**config.mk**
```make
export PLATFORM = sky130hd
export DESIGN_NAME = bae_cell
export DESIGN_NICKNAME = d
export VERILOG_FILES = /design/src/hdl/bae_pkg.sv /design/src/hdl/bae_cell.sv
export SDC_FILE = /design/constraint.sdc
export NUM_CORES = 1
export LEC_CHECK = 0
export BUFFER_PORTS_ARGS = -buffer_cell sky130_fd_sc_hd__clkbuf_2
export CAP_MARGIN = 20
export CORE_MARGIN = 3
export CORE_UTILIZATION = 45
export CTS_CLUSTER_DIAMETER = 200
export DETAILED_ROUTE_END_ITERATION = 10
export PLACE_DENSITY_LB_ADDON = 0.3
export SLEW_MARGIN = 5
export SYNTH_ARGS = -nofsm -noshare
export SYNTH_HDL_FRONTEND = slang
export SYNTH_SLANG_ARGS = --single-unit
```
**constraint.sdc**
```tcl
create_clock -name clk -period 6.4 [get_ports clk]
set_clock_uncertainty 0.05 [all_clocks]
set_input_delay 0.64 -clock clk [delete_from_list [all_inputs] [get_ports clk]]
set_output_delay 0.64 -clock clk [all_outputs]
set_load 0.005 [all_outputs]
```
**src/hdl/bae_pkg.sv**
```systemverilog
package bae_pkg;

	localparam int MODE_W = 4;
	localparam int POS_W = 8;
	localparam int OPV_W = 32;
	localparam int RES_W = 32;
	localparam int FIDX_W = 8;
	localparam int CNT_OUT_W = 9;
	localparam int IN_TDATA_W = 48;
	localparam int OUT_TDATA_W = 56;

	localparam logic [MODE_W-1:0] MODE_PUSH = 4'd0;
	localparam logic [MODE_W-1:0] MODE_GET = 4'd1;
	localparam logic [MODE_W-1:0] MODE_SET = 4'd2;
	localparam logic [MODE_W-1:0] MODE_FIND = 4'd3;
	localparam logic [MODE_W-1:0] MODE_REMOVE = 4'd4;
	localparam logic [MODE_W-1:0] MODE_INSERT = 4'd5;
	localparam logic [MODE_W-1:0] MODE_POPFRONT = 4'd6;
	localparam logic [MODE_W-1:0] MODE_POPBACK = 4'd7;
	localparam logic [MODE_W-1:0] MODE_SORT = 4'd8;
	localparam logic [MODE_W-1:0] MODE_BSEARCH = 4'd9;
	localparam logic [MODE_W-1:0] MODE_REVERSE = 4'd10;
	localparam logic [MODE_W-1:0] MODE_CLEAR = 4'd11;

	localparam logic [1:0] STAT_OK = 2'd0;
	localparam logic [1:0] STAT_BAD_INDEX = 2'd1;
	localparam logic [1:0] STAT_FULL = 2'd2;
	localparam logic [1:0] STAT_EMPTY = 2'd3;

	typedef enum logic [2:0] {
		OP_NONE,
		OP_WRITE,
		OP_SHIFT_UP,
		OP_SHIFT_DOWN,
		OP_CMPX,
		OP_SWAP,
		OP_LOAD,
		OP_ROT
	} cell_op_t;

	typedef struct packed {
		cell_op_t op;
		logic     phase;
	} cell_ctl_t;

endpackage

```
**src/hdl/bae_cell.sv**
```systemverilog
module bae_cell #(
	parameter int VW = 32,
	parameter int CW = 9,
	parameter int IDX = 0
) (
	input  logic                clk,
	input  bae_pkg::cell_ctl_t  ctl,
	input  logic [CW-1:0]       pos,
	input  logic [CW-1:0]       cnt,
	input  logic [VW-1:0]       wr,
	input  logic [VW-1:0]       left,
	input  logic [VW-1:0]       right,
	input  logic [VW-1:0]       rd_next,
	output logic [VW-1:0]       value,
	output logic [VW-1:0]       rd
);

	localparam logic [CW:0] IDXV = (CW+1)'(IDX);
	localparam logic [CW:0] IDXP = (CW+1)'(IDX + 1);
	localparam logic        PAR = 1'((IDX % 2) != 0);
	localparam logic        HAS_L = (IDX > 0);

	logic [VW-1:0] value_q;
	logic [VW-1:0] rd_q;
	logic [CW:0]   posx;
	logic [CW:0]   cntx;
	logic          lower;
	logic          upper;

	assign posx = {1'b0, pos};
	assign cntx = {1'b0, cnt};
	assign lower = (PAR == ctl.phase) && (IDXP < cntx);
	assign upper = HAS_L && (PAR != ctl.phase) && (IDXV < cntx);

	always_ff @(posedge clk) begin
		case (ctl.op)
			bae_pkg::OP_WRITE: begin
				if (IDXV == posx) value_q <= wr;
			end
			bae_pkg::OP_SHIFT_UP: begin
				if (IDXV == posx) value_q <= wr;
				else if (IDXV > posx && IDXV <= cntx) value_q <= left;
			end
			bae_pkg::OP_SHIFT_DOWN: begin
				if (IDXV >= posx && IDXP < cntx) value_q <= right;
			end
			bae_pkg::OP_CMPX: begin
				if (lower && $signed(right) < $signed(value_q)) value_q <= right;
				else if (upper && $signed(value_q) < $signed(left)) value_q <= left;
			end
			bae_pkg::OP_SWAP: begin
				if (lower) value_q <= right;
				else if (upper) value_q <= left;
			end
			bae_pkg::OP_LOAD: rd_q <= value_q;
			bae_pkg::OP_ROT: rd_q <= rd_next;
			default: begin
			end
		endcase
	end

	assign value = value_q;
	assign rd = rd_q;

endmodule

```
==> metrics.md, run 1 <==
| Metric | Value |
|---|---|
| Mapped Area | `3770 um2` |
| Clock Pin Slew Worst Setup and Hold Paths | `around 0.080 ns` |
| Ys async rst share | `0%` |
| Arr. time, crit path | `~3.0 ns` |
| Synth Instances | `slightly above 300` |
| First-pass GRT wire length | `~18,000 um` |
| Final setup violation count | `0` |
| Worst-margin pin slew | `~1 ns` |
| DIE WIDTH | `approximately 98 um` |
| CP Data Required Time | `6.43 ns` |
| Pwr/cell area | `just under 200 nW/um2` |
| Share of layout cells above drive strength 1 | `between 50 and 60%` |
| N_diodes | `0` |
| # fillers | `~670` |
| Count leader, synth | `inv_1` |
| Worst skew pair latency | `approximately 0.34 ns` |
| Antenna violations before repair | `0` |
| Cts bufs inserted | `9` |
| Crit path capture type | `flip-flop` |
| Core Util, Final | `about two thirds` |
| Top post-synthesis cells by area | `edfxtp_1 (51%), ha_1 (10%), mux2_2 (9.5%)` |
| Post-route cell area | `between 5000 and 6000 um2` |
| Synth warn | `0` |
| Overflow after GRT | `0` |
| Peak Freq | `about 340 MHz` |
| Status | `finished, final reports clean` |
| Clock Sinks | `between 60 and 70` |
| Largest net degree at the start of global routing | `34` |
| Initial Util | `47.6%` |
| Primary FF master, synth | `edfxtp_1` |
| Crit-path max FO | `33` |
| Placed Area | `between 4000 and 5000 um2` |
| Worst slew margin | `about a third` |
| GPL Wtd Cong | `between 0.8 and 0.9` |
| P_leak | `between 2 and 3 nW` |
| Via Count | `between 3,000 and 4,000` |
| Seq/Total Area, Yosys | `between 50 and 60%` |
| Drt total wl | `between 10,000 and 15,000 um` |
| Worst-case clock buffer depth | `2` |
| Final slew viol count | `0` |
| Syn avg cell area | `12.2 um2` |
| Post-CTS sizing | `0` |
| Root Buffer | `clkbuf_8` |
| DRC | `0` |
| PortBufs | `213` |
| Fin crit share | `45.9%` |
| Area grow syn2layout | `35.9%` |
| Area leader, netlist | `edfxtp_1` |
| Htree depth | `3` |
| Synth cell types | `37` |
| Hold Path Class | `in2reg` |
| Core ar. | `just under 8000 um2` |
| Vias per cell | `approximately 5.4` |
| Fin cells | `about 630` |
| RSZ-0062 raised after global routing | `no` |
| Worst setup path class | `in2reg` |
| Max-Cap Viols | `0` |
| Hold buffer count at CTS | `0` |
| Number of flops mapped to enable cells by yosys | `64` |
| CTS tree | `yes` |
| Yosys top cell area share | `50.9%` |
| Setup TNS | `0 ns` |
| Register bit total from synthesis | `64` |
| Post-CTS setup buffers | `0` |
| Placed Cells | `a little over 600` |
| Routed Antenna Nets | `0` |
| Initial DRC Count | `204` |
| Fin crit period | `around 2.9 ns` |
| Die H | `around 98 um` |
| 1st-pass router iterations | `7` |
| Nets | `approximately 710` |
| I/O pin cnt | `about 220` |
| Post-synth top cells | `inv_1 (66), edfxtp_1 (64), a222oi_1 (32), mux2_2 (32), ha_1 (31)` |
| Fin. Hold Viols | `0` |
| Total GRT Usage | `approximately 23%` |
| Row count | `32` |
| Peak supply drop | `0.122 mV` |
| HPWL Detailed | `between 8000 and 9000 um` |
| Syn nets | `492` |
| Crit start category | `input pin` |
| Avg WL per Cell | `17.5 um` |
| DIE AREA | `between 9000 and 10,000 um2` |
| Vias in the first global route | `~3,700` |
[stage by stage]
step	hold WS [ns]	setup slack [ns]	total power, mW
2_1_floorplan	0.552	1.14	0.587
3_3_place_gp	0.541	3.14	0.669
3_5_place_dp	0.544	3.05	0.677
4_1_cts	0.521	3.41	1.00
5_1_grt	0.516	3.28	1.05
6_report	0.526	3.46	1.00
[path summary, 6_finish.rpt]
path / from / end / slack [ns] / cells past startpoint
setup / recovery: ctl[2] / rd[23] / 3.46 / 5
setup reg to reg: value[31] / value[12] / 3.81 / 8
hold / removal: wr[28] / value[28] / 0.53 / 3
hold reg to reg: value[15] / rd[15] / 0.56 / 1
[area by class of cell]
type | instances | area (um2) | area share, %
repair buffers | 218 | 1120 | 21.9
multi-input cells | 168 | 1530 | 29.8
flip-flops and latches | 64 | 1920 | 37.5
clock buffers | 11 | 131 | 2.56
clock inverters | 4 | 46.3 | 0.903
inverters | 66 | 248 | 4.83
well taps | 102 | 128 | 2.49
[where the power goes]
part	total, mW	internal (mW)	switching [mW]
sequential	0.492	0.484	0.00740
combinational	0.177	0.0887	0.0888
clock	0.331	0.176	0.154
[flip-flops by register name, summed over array words and instances, names as in the netlist]
register,cells
value,32
rd,32
[routing by layer]
metal	vias to the layer above	part of all wire (%)	global-route usage, %	wire [um]
li1	1630	-	-	-
met1	1604	38	26.1	4260
met2	170	52	42.3	5770
met3	13	8.1	5.46	899
met4	0	1.3	7.88	143
met5	-	0	0	0
[cells in the final DEF (no fill, tap or decap), types with 2 or more instances in the layout]
master and instances:
mux2_2 32, clkbuf_1 2, clkbuf_8 9, o21ai_0 7, nand2_1 13, a222oi_1 32
clkbuf_2 213, ha_1 31, nand4_1 6, a21oi_1 16, nor4_1 3, nor3_1 2
edfxtp_1 64, buf_4 4, inv_1 66, nor2_1 4
[worst max-delay path: stages]
cell      delay [ns]
clkbuf_2        0.13
and2_2          0.75
nand2_1         0.70
buf_4           0.45
mux2_2          0.30
[cell families after synthesis]
kind of cell / Yosys count / share of synthesized area (%)
multiplexers: 32 / 9.55
AO/OA/AOI/OAI: 64 / 13.5
flip-flops: 64 / 50.9
adder cells (fa/ha/maj): 31 / 10.3
buffers and inverters: 78 / 8.92
AND/OR/NAND/NOR: 41 / 6.80
Power figures use the tool's default switching activity.
==> run 2: changes to the inputs <==
==> constraint.sdc (replaced) <==
create_clock -name clk -period 2.76 [get_ports clk]
set_clock_uncertainty 0.05 [all_clocks]
set_input_delay 0.276 -clock clk [delete_from_list [all_inputs] [get_ports clk]]
set_output_delay 0.276 -clock clk [all_outputs]
set_load 0.005 [all_outputs]
==> run 2 against run 1 <==
  * Via count up 1.5%
  * Register-to-register slack worse by 3.6 ns
  * Wire length barely moved
  * Flip-flop and latch count is the same
  * Final cell count up 0.63%
  * Design area up 1.8%
  * Critical path depth increased by 4
  * Power rose by 130%
  * Non-clock buffer count up 4
  * Die area did not move
  * Largest power group unchanged
  * Highest routed layer unchanged
==> metrics.md, run 2 (same netlist as run 1, synthesis figures left out) <==
| Metric | Value |
|---|---|
| Peak Freq | `399 MHz` |
| Crit-path max FO | `17` |
| CP startpoint | `value[15]` |
| Antenna violations before repair | `0` |
| M3 GR Usage | `approximately 5.8%` |
| DIE WIDTH | `97.6 um` |
| Clock Sinks | `64` |
| Worst r2r src | `value[15]` |
| 1st-pass router iterations | `6` |
| Global route hottest layer | `met2` |
| Met1 global-route usage | `a little over a quarter` |
| Area grow syn2layout | `38.4%` |
| CTS tree | `yes` |
| Worst-case clock buffer depth | `2` |
| Fin. Hold Viols | `0` |
| Clock Pin Slew Worst Setup and Hold Paths | `about 0.070 ns` |
| Root Buffer | `clkbuf_8` |
| Worst-path cell chain | `inv_1 -> ha_1 -> nand2_1 -> nor4_1 -> buf_4 -> nand3b_1 -> a311oi_2 -> nor4_4 -> buf_4` |
| Overflow after GRT | `0` |
| Fin crit share | `roughly nine tenths` |
| Via Count | `3,468` |
| Vias in the first global route | `3,661` |
| Core Util, Final | `roughly 66%` |
| Worst-margin pin slew | `about 0.60 ns` |
| Max incr delay on CP | `0.39 ns` |
| Status | `finished, final reports clean` |
| Setup TNS | `0 ns` |
| Initial DRC Count | `200` |
| Worst R2R End | `value[0]` |
| Delay-heaviest family, CP | `simple AND/OR/NAND/NOR gates` |
| Nets | `between 700 and 800` |
| Routed Antenna Nets | `0` |
| Worst r2r path cells | `9` |
| Drt total wl | `~11,000 um` |
| Initial Util | `47.6%` |
| Avg WL per Cell | `17.4 um` |
| Global Route met2 Usage | `40.6%` |
| R2R Setup Slk | `~0.26 ns` |
| Share of layout cells above drive strength 1 | `around 52%` |
| Worst Path Buf+Inv | `3` |
| I/O pin cnt | `215` |
| Max-Cap Viols | `0` |
| DRC | `0` |
| N_diodes | `0` |
| Most used cell, CP | `buf_4` |
| Slowest CP cell | `nor4_1` |
| Hold buffer count at CTS | `0` |
| Commonest non-fill, non-tap cell in the layout | `clkbuf_2` |
| Fin crit period | `about 2.5 ns` |
| Vias per cell | `between 5 and 6` |
| GPL Wtd Cong | `0.834` |
| First-pass GRT wire length | `~18,000 um` |
| Final setup violation count | `0` |
| Worst slew margin | `between 60% and 70%` |
| Worst setup path class | `reg2reg` |
| Critical Path Stages | `9` |
| Arr. time, crit path | `around 2.5 ns` |
| Total GRT Usage | `between 20% and 30%` |
| Crit start category | `flip-flop` |
| Die H | `between 90 and 100 um` |
| CP Data Required Time | `between 2 and 3 ns` |
| Final slew viol count | `0` |
| # fillers | `~650` |
| Commonest cells after routing, fill and taps aside | `clkbuf_2 (213), inv_1 (65), edfxtp_1 (64)` |
| Hold Path Class | `in2reg` |
| HPWL Detailed | `around 8500 um` |
| Crit path capture type | `flip-flop` |
| P_leak | `between 2 and 3 nW` |
| Peak supply drop | `around 0.21 mV` |
| Worst skew pair latency | `between 0.3 and 0.4 ns` |
| DIE AREA | `around 9500 um2` |
| Row count | `32` |
| PortBufs | `about 210` |
| Htree depth | `3` |
| Largest net degree at the start of global routing | `33` |
| Worst Setup EP | `value[0]` |
| Core ar. | `7930 um2` |
| Pwr/cell area | `approximately 440 nW/um2` |
| Cts bufs inserted | `9` |
| RSZ-0062 raised after global routing | `no` |
run 2: cell types whose count changed in the layout (fill, tap and decap cells not counted), moves of 2 or more:
cell,before,now
buf_4,4,7
clkbuf_1,2,0
clkinv_1,1,3
ha_1,31,29
ha_4,0,2
run 2: through the flow:
step	hold WS, ns	setup slack, ns	cell area (um2)	power [mW]	instances
2_1_floorplan	0.416	-0.135	3820	1.37	310
3_3_place_gp	0.507	0.240	5010	1.57	621
3_5_place_dp	0.508	0.175	5010	1.58	621
4_1_cts	0.143	0.150	5190	2.33	636
5_1_grt	0.149	0.0510	5220	2.43	637
6_report	0.167	0.255	5220	2.32	637
run 2: worst reg2reg max path, delay by kind of cell, from the launching register on:
kind            cells  cell delay [ns]
simple gates        4             0.68
compound gates      1             0.37
fa+ha+maj           1             0.30
flops               1             0.37
buf+inv             3             0.47
run 2: cell type report:
class | count | area [um2] | share of cell area (%)
flip-flops and latches | 64 | 1920 | 36.8
clock buffers | 9 | 124 | 2.37
well taps | 102 | 128 | 2.44
clock inverters | 6 | 51.3 | 0.983
repair buffers | 222 | 1170 | 22.3
inverters | 66 | 248 | 4.74
multi-input cells | 168 | 1580 | 30.3
run 2: per-layer routing:
| metal | vias up | routed length (um) |
|---|---|---|
| met4 | 0 | 197 |
| met1 | 1637 | 4320 |
| li1 | 1639 | - |
| met2 | 177 | 5600 |
| met3 | 15 | 946 |
| met5 | - | 0 |
run 2: worst min-delay path by stage:
| stage | end | from | slack, ns | cells after the start |
|---|---|---|---|---|
| 2_1_floorplan | value[0] | wr[0] | 0.42 | 2 |
| 3_3_place_gp | value[26] | wr[26] | 0.51 | 3 |
| 3_5_place_dp | value[11] | wr[11] | 0.51 | 3 |
| 4_1_cts | value[11] | wr[11] | 0.14 | 3 |
| 5_1_grt | value[8] | wr[8] | 0.15 | 3 |
| 6_report | value[22] | wr[22] | 0.17 | 3 |
run 2: what timing repair did:
action                     CTS  global route
gates resized for setup      0             1
setup endpoints to repair    0            30
buffers inserted             0             0
run 2: report_power, final:
group          leakage (nW)  internal [mW]  switching, mW
Clock                0.0914          0.400          0.351
Sequential            0.594           1.12         0.0164
Combinational          1.90          0.215          0.212
Total                  2.59           1.74          0.579
==> run 3: changes to the inputs <==
--- a/config.mk
+++ b/config.mk
@@ -7,8 +7,10 @@
 export LEC_CHECK = 0
 export BUFFER_PORTS_ARGS = -buffer_cell sky130_fd_sc_hd__clkbuf_2
 export CAP_MARGIN = 20
+export CORE_ASPECT_RATIO = 0.5
 export CORE_MARGIN = 3
-export CORE_UTILIZATION = 45
+export CORE_UTILIZATION = 46
+export CTS_BUF_LIST = sky130_fd_sc_hd__clkbuf_2
 export CTS_CLUSTER_DIAMETER = 200
 export DETAILED_ROUTE_END_ITERATION = 10
 export PLACE_DENSITY_LB_ADDON = 0.3
==> run 3 against run 2 <==
  * Sequential share of layout area down 5.5 points
  * Non-clock buffer count increased by 95
  * Combinational power up 37%
  * Final cell count grew 16%
  * Critical path type unchanged
==> metrics.md, run 3 (same netlist as run 1, synthesis figures left out) <==
| Metric | Value |
|---|---|
| Setup TNS | `0 ns` |
| Worst Path Buf+Inv | `2` |
| I/O pin cnt | `215` |
| Avg WL per Cell | `18.2 um` |
| Cts bufs inserted | `9` |
| Vias in the first global route | `between 4,000 and 5,000` |
| CTS tree | `yes` |
| Share of layout cells above drive strength 1 | `between 40% and 50%` |
| Arr. time, crit path | `roughly 2.7 ns` |
| Initial Util | `around 50%` |
| P_leak | `about 3.0 nW` |
| Peak Freq | `~400 MHz` |
| Root Buffer | `clkbuf_2` |
| Core ar. | `approximately 7600 um2` |
| FF/Latch Area | `around 1900 um2` |
| Die H | `70.0 um` |
| Largest net degree at the start of global routing | `33` |
| DIE AREA | `9390 um2` |
| Pwr/cell area | `387 nW/um2` |
| Commonest cells after routing, fill and taps aside | `clkbuf_2 (223), dlygate4sd3_1 (96), inv_1 (65)` |
| Worst setup path class | `reg2reg` |
| Vias per cell | `approximately 5.4` |
| Worst-margin pin slew | `between 0.6 and 0.7 ns` |
| 1st-pass router iterations | `8` |
| First-pass GRT wire length | `between 20,000 and 25,000 um` |
| Final slew viol count | `0` |
| Area of the multi-input gates | `between 1500 and 2000 um2` |
| Antenna violations before repair | `1` |
| Placed Area | `5010 um2` |
| Nets | `between 800 and 900` |
| Routed Antenna Nets | `0` |
| Total GRT Usage | `between 20 and 30%` |
| Crit-path max FO | `18` |
| Fin crit period | `between 2 and 3 ns` |
| Worst-case clock buffer depth | `2` |
| DIE WIDTH | `roughly 130 um` |
| Hold Worst Slack | `approximately 0.089 ns` |
| Max-Cap Viols | `0` |
| Peak supply drop | `~0.35 mV` |
| GPL Wtd Cong | `0.789` |
| Overflow after GRT | `0` |
| Initial DRC Count | `between 300 and 400` |
| CP Data Required Time | `2.96 ns` |
| Final setup violation count | `0` |
| Fin. Hold Viols | `0` |
| Drt total wl | `around 13,000 um` |
| Fin crit share | `approximately nine tenths` |
| Delay-heaviest family, CP | `simple AND/OR/NAND/NOR gates` |
| Row count | `22` |
| Hold Path Class | `in2reg` |
| Worst slew margin | `around 54%` |
| Via Count | `between 3,000 and 4,000` |
| HPWL Detailed | `approximately 8000 um` |
| Status | `finished, final reports clean` |
| PortBufs | `approximately 210` |
| Max incr delay on CP | `0.55 ns` |
| Worst-path cell chain | `inv_1 -> ha_4 -> nand4_1 -> or4_1 -> a311oi_1 -> nor4_4 -> buf_4` |
| Core Util, Final | `just over 80%` |
| Slowest CP cell | `or4_1` |
| RSZ-0062 raised after global routing | `no` |
| Clock Pin Slew Worst Setup and Hold Paths | `between 0.15 and 0.2 ns` |
| # fillers | `476` |
| Area grow syn2layout | `62.7%` |
| Crit path capture type | `flip-flop` |
| Worst skew pair latency | `0.51 ns` |
| Crit start category | `flip-flop` |
| DRC | `0` |
| Commonest non-fill, non-tap cell in the layout | `clkbuf_2` |
| Clock Sinks | `64` |
| Post-route cell area | `between 6000 and 7000 um2` |
| Htree depth | `3` |
==> run 3: cell count changes in the layout (fill, tap and decap cells not counted) <==
cell           before  now
a311oi_2            1    0
clkinv_2            2    3
clkbuf_8            9    0
buf_4               7    6
dlygate4sd3_1       0   96
bufinv_16           1    2
diode_2             0    2
clkinv_1            3    0
clkbuf_2          213  223
a311oi_1            0    1
clkinv_4            0    1
==> run 3: worst register-to-register path, cell delays in order, from the launching register on <==
cell	delay (ns)
edfxtp_1	0.42
inv_1	0.09
ha_4	0.29
nand4_1	0.15
or4_1	0.55
a311oi_1	0.40
nor4_4	0.08
buf_4	0.24
==> run 3: power by group <==
| group | internal [mW] | switching, mW |
|---|---|---|
| Combinational | 0.331 | 0.252 |
| Sequential | 1.12 | 0.0186 |
| Clock | 0.301 | 0.351 |
| Total | 1.75 | 0.622 |
==> run 3: layer usage <==
| layer | wire length, um | share of wire, % | vias to the layer above | global-route usage, % |
|---|---|---|---|---|
| met4 | 399 | 3.0 | 0 | 11.4 |
| met2 | 7010 | 52 | 248 | 50.7 |
| met5 | 0 | 0 | - | 0 |
| met3 | 1110 | 8.2 | 34 | 8.06 |
| li1 | - | - | 1836 | - |
| met1 | 4970 | 37 | 1869 | 31.5 |
==> run 3: layout make-up <==
class                   instances  share of cell area (%)
multi-input cells             168                    25.7
clock buffers                  10                   0.815
inverters                      66                    4.04
flip-flops and latches         64                    31.3
clock inverters                 6                    1.37
repair buffers                317                    34.5
well taps                     108                    2.20
diodes                          2                  0.0815
==> run 3: stage by stage <==
step | total power, mW | worst slack, ns | std cells
2_1_floorplan | 1.37 | -0.135 | 310
3_3_place_gp | 1.56 | 0.294 | 626
3_5_place_dp | 1.57 | 0.277 | 626
4_1_cts | 2.35 | 0.234 | 737
5_1_grt | 2.49 | 0.109 | 740
6_report | 2.38 | 0.247 | 741
==> run 3: timing repair <==
item,in CTS,in global routing
hold endpoints to repair,64,1
buffers inserted,0,0
resized for setup,0,0
hold buffers,95,1
==> run 3: worst paths after layout <==
kind	start	endpoint	slack [ns]	depth (start not counted)
max reg2reg	value[31]	value[26]	0.25	7
max	value[31]	value[26]	0.25	7
min	right[27]	value[27]	0.09	3
min reg2reg	value[24]	rd[24]	0.58	1
